## config.mk

```make
export PLATFORM = sky130hd
export DESIGN_NAME = eis_div
export DESIGN_NICKNAME = d
export VERILOG_FILES = /design/src/rtl/eased_interpolation_slot_engine_macros.svh /design/src/rtl/eis_pkg.sv /design/src/rtl/eis_div.sv
export SDC_FILE = /design/constraint.sdc
export NUM_CORES = 1
export LEC_CHECK = 0
export BUFFER_PORTS_ARGS = -buffer_cell sky130_fd_sc_hd__buf_2
export CORE_MARGIN = 1
export CORE_UTILIZATION = 50
export CTS_CLUSTER_DIAMETER = 60
export DETAILED_ROUTE_END_ITERATION = 10
export PLACE_DENSITY = 0.71
export SETUP_SLACK_MARGIN = 0.2
export SYNTH_ARGS = -nofsm -noshare
export SYNTH_HDL_FRONTEND = slang
export SYNTH_SLANG_ARGS = --single-unit
```

## constraint.sdc

```tcl
create_clock -name aclk -period 2.6 [get_ports aclk]
set_clock_uncertainty 0.05 [all_clocks]
set_input_delay 0 -clock aclk [delete_from_list [all_inputs] [get_ports aclk]]
set_output_delay 0 -clock aclk [all_outputs]
set_load 0.01 [all_outputs]
```

## src/rtl/eased_interpolation_slot_engine_macros.svh

```systemverilog
// assertion helpers shared by the engine rtl
`ifndef EASED_INTERPOLATION_SLOT_ENGINE_MACROS_SVH
`define EASED_INTERPOLATION_SLOT_ENGINE_MACROS_SVH

// same-cycle implication, masked while reset is held
`define EIS_ASSERT_IMP(lbl, ante, cons, msg) \
    lbl: assert property (@(posedge aclk) disable iff (!aresetn) (ante) |-> (cons)) \
        else $error(msg);

// next-cycle implication, also checked through reset
`define EIS_ASSERT_NEXT(lbl, ante, cons, msg) \
    lbl: assert property (@(posedge aclk) (ante) |=> (cons)) \
        else $error(msg);

`endif

```

## src/rtl/eis_pkg.sv

```systemverilog
// ----------------------------------------------------------------------------
// eis_pkg
// Shared widths, command and easing codes and types of the interpolation
// slot engine.
// ----------------------------------------------------------------------------
package eis_pkg;

    localparam int SLOTS_DEFAULT = 16;
    localparam int MAX_RESULTS   = 16;

    localparam int VAL_W    = 32;
    localparam int DUR_W    = 24;
    localparam int DT_W     = 16;
    localparam int HANDLE_W = 32;
    localparam int GEN_W    = 16;
    localparam int MODE_W   = 3;
    localparam int FRAC_W   = 16;
    localparam int Q_W      = FRAC_W + 1;   // progress 0..1.0 inclusive
    localparam int OP_W     = 20;           // easing operand width
    localparam int MA_W     = VAL_W + 1;    // multiplier a side
    localparam int PROD_W   = MA_W + OP_W;

    localparam logic [Q_W-1:0] Q_ONE = Q_W'(1) << FRAC_W;

    localparam logic [1:0] CMD_START  = 2'd0;
    localparam logic [1:0] CMD_CANCEL = 2'd1;
    localparam logic [1:0] CMD_QUERY  = 2'd2;
    localparam logic [1:0] CMD_TICK   = 2'd3;

    localparam logic [MODE_W-1:0] EASE_LINEAR  = 3'd0;
    localparam logic [MODE_W-1:0] EASE_IN      = 3'd1;
    localparam logic [MODE_W-1:0] EASE_OUT     = 3'd2;
    localparam logic [MODE_W-1:0] EASE_IN_OUT  = 3'd3;
    localparam logic [MODE_W-1:0] EASE_SMOOTH  = 3'd4;
    localparam logic [MODE_W-1:0] EASE_SMOOTHER = 3'd5;

    typedef struct packed {
        logic busy;
        logic done;
    } eis_div_status_t;

    typedef struct packed {
        logic [VAL_W-1:0]  start_val;
        logic [VAL_W-1:0]  end_val;
        logic [DUR_W-1:0]  dur;
        logic [DUR_W-1:0]  elapsed;
        logic [MODE_W-1:0] ease;
    } eis_slot_t;

endpackage

```

## src/rtl/eis_div.sv

```systemverilog
// ----------------------------------------------------------------------------
// eis_div
// Restoring divider for progress: floor(num * 2^16 / den) with num <= den,
// one quotient bit per cycle.
// ----------------------------------------------------------------------------
module eis_div (
    input  logic                          aclk,
    input  logic                          aresetn,
    input  logic                          start,
    input  logic [eis_pkg::DUR_W-1:0]     num,
    input  logic [eis_pkg::DUR_W-1:0]     den,
    output logic [eis_pkg::Q_W-1:0]       quotient,
    output eis_pkg::eis_div_status_t      status
);

    localparam int R_W   = eis_pkg::DUR_W + 1;
    localparam int CNT_W = $clog2(eis_pkg::FRAC_W + 1);

    logic             busy_reg, done_reg;
    logic [CNT_W-1:0] cnt_reg;
    logic [R_W-1:0]   rem_reg;
    logic [R_W-1:0]   rem_dbl;
    logic             q_bit;
    logic [eis_pkg::Q_W-1:0] quot_reg;

    assign rem_dbl = {rem_reg[R_W-2:0], 1'b0};
    assign q_bit   = rem_dbl >= R_W'(den);

    always_ff @(posedge aclk) begin
        if (!aresetn) begin
            busy_reg <= 1'b0;
            done_reg <= 1'b0;
        end else begin
            done_reg <= 1'b0;
            if (start) begin
                if (num >= den) begin
                    done_reg <= 1'b1;
                end else begin
                    busy_reg <= 1'b1;
                end
            end else if (busy_reg && cnt_reg == CNT_W'(1)) begin
                busy_reg <= 1'b0;
                done_reg <= 1'b1;
            end
        end
    end

    always_ff @(posedge aclk) begin
        if (start) begin
            rem_reg  <= R_W'(num);
            cnt_reg  <= CNT_W'(eis_pkg::FRAC_W);
            // full progress when elapsed has reached the duration
            quot_reg <= (num >= den) ? eis_pkg::Q_ONE : '0;
        end else if (busy_reg) begin
            rem_reg  <= q_bit ? rem_dbl - R_W'(den) : rem_dbl;
            quot_reg <= {quot_reg[eis_pkg::Q_W-2:0], q_bit};
            cnt_reg  <= cnt_reg - CNT_W'(1);
        end
    end

    assign quotient    = quot_reg;
    assign status.busy = busy_reg;
    assign status.done = done_reg;

endmodule

```

==> results of run 1 <==
[how the worst max path moves through the flow]
stage,startpoint,end,slack [ns]
after floorplan,rem_reg[19],rem_reg[10],-0.1
after global placement,rem_reg[21],rem_reg[3],-0.40
after detailed placement,rem_reg[9],rem_reg[5],-0.41
after CTS,rem_reg[7],rem_reg[14],-0.27
after global routing,rem_reg[17],rem_reg[18],-0.36
final,rem_reg[6],rem_reg[20],-0.31
[cell usage after synthesis, drive strengths merged, types with 2 or more instances]
cell type	instances	area (um2)
inv	34	128
o211ai	3	22.5
nor4b	4	35.0
mux2i	2	20.0
and3	3	18.8
nor2	19	78.8
a21boi	2	15.0
xnor2	13	114
nand2b	7	43.8
o21ai	16	80.1
o41ai	3	33.8
buf	4	31.3
nand3	6	30.0
mux2	30	368
nor2b	22	138
edfxtp	41	1230
a211oi	3	22.5
a31oi	5	31.3
o21bai	4	33.8
ha	50	626
clkbuf	7	27.5
nor3	5	30.0
nor3b	2	15.0
o21a	4	30.0
nand4	8	65.1
or3	3	18.8
a21o	20	150
nor4	2	42.5
xor2	8	70.1
a21oi	34	174
dfxtp	7	140
o31ai	3	22.5
nand2	22	82.6
[logic make-up after synthesis]
family          count (synthesis)  share of synthesized area, %
compound gates                106                          17.0
fa+ha+maj                      51                          15.8
flops                          48                          33.6
simple gates                  105                          15.0
buf+inv                        45                          4.56
xor+xnor                       21                          4.50
mux                            32                          9.49
[repair_timing]
action / in CTS / in global routing
hold endpoints to repair: 23 / 0
pin swaps: 15 / 9
hold buffers: 22 / 0
cloned: 1 / 0
buffers inserted: 18 / 3
resized for setup: 40 / 21
setup endpoints to repair: 25 / 28
[critical path: stages, from the launching register on]
cell,delay [ns]
edfxtp_1,0.45
ha_4,0.25
buf_6,0.12
a21oi_2,0.12
o21ai_1,0.09
or3_1,0.34
o211ai_1,0.33
buf_4,0.20
nand2_2,0.06
o41ai_4,0.24
buf_4,0.18
nor4b_2,0.04
a211oi_1,0.24
[through the flow]
step / setup WS [ns] / area, um2
3_3_place_gp: -0.403 / 5220
2_1_floorplan: -0.0998 / 4240
5_1_grt: -0.365 / 6040
4_1_cts: -0.267 / 5900
6_report: -0.314 / 6040
3_5_place_dp: -0.411 / 5220
[metal layers]
| metal | track usage [%] | wire (um) | up-vias |
|---|---|---|---|
| li1 | - | - | 1865 |
| met4 | 8.20 | 324 | 0 |
| met3 | 4.02 | 571 | 40 |
| met1 | 36.0 | 5230 | 1881 |
| met5 | 0 | 0 | - |
| met2 | 50.4 | 5900 | 148 |
[power groups by stage]
| stage | clock, mW | sequential (mW) | combinational (mW) |
|---|---|---|---|
| after global routing | 0.618 | 1.16 | 2.91 |
| after floorplan | 0 | 1.14 | 1.47 |
| after CTS | 0.592 | 1.13 | 2.55 |
| after detailed placement | 0 | 1.14 | 2.18 |
| final | 0.593 | 1.14 | 2.73 |
| after global placement | 0 | 1.14 | 2.12 |
[layout make-up]
class	count	area share, %
sequential	48	22.7
tap	102	2.11
clock buffer	5	1.14
timing repair buffer	188	22.8
multi-input combinational	315	48.3
clock inverter	3	0.767
inverter	34	2.11
==> impl_metrics.toml, run 1 <==
[outcome]
outcome = "finished with violations"
violations = "hold timing, setup timing"

[routing]
drt_iter0_drc = 243
wl_um = 12000
postRouteAntennaNets = 0
detail_route.first_pass.iterations = 4
routedWlPerCell_um = 17.3
vias = 3934
drc_errors = 0
via_per_inst = 5.66

[yosys]
synth_warnings = 0
syn_area_um2 = 4090
async_flop_share_pct = 0
ys_seq_area_share_pct = 33.6
synth_seq_cells = 48
synth_edf_count = 41
synth_cell_types = 56
postSynthAreaPerCell_um2 = 10.0
synth_ff_type = "edfxtp_1"
syn_nets = 510
synth_cells = 408

[cts]
cts_max_level = 2
insertion_delay_ns = 0.32
cts_tree = "done"
root_buffer = "clkbuf_8"
cts_buffers = 5
cts_sinks = 48
clock_path_buffers = 2
clk_pin_slew_ns = 0.11

[power_and_ir_drop]
power_mw = 4.46
ir_drop_mv = 0.414
p_per_area_nw_per_um2 = 739
share_seq_of_total_power_pct = 25.6
p_int_mw = 2.79
p_sw_mw = 1.67
p_leak_nw = 2.76
clkPwrFrac_pct = 13.3
combinationalPowerShare_pct = 61.1
switching_share_pct = 37.4

[finish]
antennaDiodeCount = 0
syn2layout_area_growth_pct = 47.7
largest_reg_flops = 24
fill_cells = 515
layout_common_cells = "84 x buf_4, 69 x buf_2, 41 x edfxtp_1"
regArea_um2 = 1370
final_common_cell = "buf_4"
final_cells = 695
multi_input_area_um2 = 2920
drive_gt1_share_pct = 43.0
finalCoreUtilization_pct = 77.3
final_net_count = 694

[sta]
tightest_slew_ns = 0.486
max_slew_margin_pct = 67.6
setup_viol = 23
timing.final.crit_share_pct = 112
timing.hold.ws_ns = -0.0219
period_needed_ns = 2.91
finalWorstSetupSlack_ns = -0.314
drv_slew = 0
rsz0062_at_grt = "true"
hold_viol_final = 1
tns_ns = -5.24
fmax_mhz = 343

[global_route]
grt_pass1_vias = 4037
grt_start_max_net_pins = 25
grt_first_pass_wirelength_um = 19200
antenna_found_initial = 0
global_route.usage.total_pct = 28.5
grt-ovfl-total = 0

[floorplan]
die_area_um2 = 8540
rows = 32
io_pins = 70
die_x_um = 92.4
core_area_um2 = 7810
start_util_pct = 52.3
die_y_um = 92.4

[setup_path]
cp.arrival_ns = 3.00
start_kind = "register"
reg2reg_depth = 12
r2r-start = "rem_reg[6]"
critPathKind = "reg -> reg"
critical_path_peak_fanout = 4
rrSetupSlack_ns = -0.31
end_kind = "register"
required_ns = 2.68
worstReg2RegEnd = "rem_reg[20]"

[job]
max_cap_viol_count = 0

[worst_hold_path]
hold_class = "in -> reg"
holdPathStages = 3
hold_end = "rem_reg[13]"
min_from = "num[13]"

[placed_design]
dp.cells = 643
dp_hpwl_um = 8000
port_buffers = 69
gp_congestion = 0.930
Power figures use the tool's default switching activity.
==> run 2: changes to the inputs <==
==> constraint.sdc (replaced) <==
create_clock -name aclk -period 2.6 [get_ports aclk]
set_clock_uncertainty 0.05 [all_clocks]
set_input_delay 0.39 -clock aclk [delete_from_list [all_inputs] [get_ports aclk]]
set_output_delay 0.39 -clock aclk [all_outputs]
set_load 0.01 [all_outputs]
==> impl_metrics.toml, run 2 (synthesis results as in run 1) <==
[sta]
finalWorstSetupSlack_ns = -0.315
timing.final.crit_share_pct = 112
rsz0062_at_grt = "true"
tightest_slew_ns = 0.830
timing.hold.ws_ns = 0.278
fmax_mhz = 343
setup_viol = 25
hold_viol_final = 0
period_needed_ns = 2.91
drv_slew = 0
max_slew_margin_pct = 44.6

[global_route]
grt_first_pass_wirelength_um = 18100
grt_pass1_vias = 3884
grt-ovfl-total = 0
global_route.usage.total_pct = 26.3
antenna_found_initial = 0
grt_start_max_net_pins = 37

[placed_design]
dp_hpwl_um = 7990
placed_area_um2 = 5410
port_buffers = 69
gp_congestion = 0.887

[routing]
detail_route.first_pass.iterations = 4
vias = 3883
routedWlPerCell_um = 17.2
postRouteAntennaNets = 0
drc_errors = 0
drt_iter0_drc = 213
via_per_inst = 5.58
wl_um = 12000

[floorplan]
rows = 32
start_util_pct = 52.3
die_area_um2 = 8540
die_x_um = 92.4
io_pins = 70
core_area_um2 = 7810
die_y_um = 92.4

[setup_path]
start_kind = "register"
required_ns = 2.63
cp.arrival_ns = 2.95
critPathKind = "reg -> reg"
end_kind = "register"
critical_path_peak_fanout = 6

[worst_hold_path]
hold_class = "in -> reg"

[outcome]
outcome = "finished with violations"
violations = "setup timing"

[finish]
fin_area_um2 = 6080
layout_common_cells = "103 x buf_4, 69 x buf_2, 41 x edfxtp_1"
largest_reg_flops = 24
final_net_count = 695
syn2layout_area_growth_pct = 48.8
drive_gt1_share_pct = 50.5
final_common_cell = "buf_4"
antennaDiodeCount = 0

[cts]
clock_path_buffers = 2
cts_max_level = 2
cts_buffers = 5
clk_pin_slew_ns = 0.11
cts_sinks = 48
cts_tree = "done"
root_buffer = "clkbuf_8"
insertion_delay_ns = 0.32

[power_and_ir_drop]
p_leak_nw = 2.78
p_per_area_nw_per_um2 = 761
ir_drop_mv = 0.507

[job]
max_cap_viol_count = 0
-- run 2: final timing paths --
kind | from | to | slack [ns] | cells after the start
max | rem_reg[7] | rem_reg[10] | -0.31 | 10
min | aresetn | done_reg | 0.28 | 2
max reg2reg | rem_reg[7] | rem_reg[10] | -0.31 | 10
min reg2reg | cnt_reg[1] | cnt_reg[1] | 0.46 | 2
-- run 2: per-stage QoR --
stage / TNS [ns] / std cells / utilization, % / power [mW] / worst slack, ns
6_report: -6.22 / 696 / 77.9 / 4.63 / -0.315
4_1_cts: -3.90 / 688 / 75.0 / 4.31 / -0.232
5_1_grt: -7.61 / 696 / 77.9 / 4.87 / -0.369
2_1_floorplan: -1.04 / 408 / - / 2.71 / -0.130
3_3_place_gp: -5.09 / 655 / 69.3 / 3.39 / -0.324
3_5_place_dp: -5.78 / 655 / 69.3 / 3.46 / -0.387
-- run 2: worst max-delay path: stages, from the launching register on --
cell	delay, ns
edfxtp_1	0.45
ha_4	0.31
and3_4	0.18
nand4_1	0.13
buf_4	0.18
o41ai_4	0.38
o21bai_4	0.21
nor2_4	0.07
buf_6	0.15
mux2_4	0.31
mux2_2	0.26
-- run 2: power by group --
group / internal, mW / switching (mW) / leakage (nW)
sequential: 1.03 / 0.111 / 0.476
clock: 0.291 / 0.307 / 0.0583
combinational: 1.56 / 1.33 / 2.25
total: 2.88 / 1.74 / 2.78
-- run 2: layout make-up --
| type | instances | area, um2 |
|---|---|---|
| Clock buffer | 5 | 68.8 |
| Clock inverter | 3 | 47.5 |
| Fill cell | 497 | 1730 |
| Inverter | 34 | 128 |
| Multi-Input combinational cell | 315 | 3020 |
| Sequential cell | 48 | 1370 |
| Tap cell | 102 | 128 |
| Timing Repair Buffer | 189 | 1320 |
-- run 2: repair_timing --
| item | CTS | global route |
|---|---|---|
| hold buffers | 0 | 0 |
| gates resized for setup | 34 | 27 |
| pin swaps | 29 | 22 |
| buffers inserted | 25 | 8 |
| endpoints found under the setup margin | 25 | 26 |
-- run 2: routing by layer --
layer	track usage, %	wire [um]	vias to the layer above
met3	3.45	574	37
met4	6.64	426	0
met5	0	0	-
met1	34.0	5060	1842
met2	46.3	5940	123
li1	-	-	1881
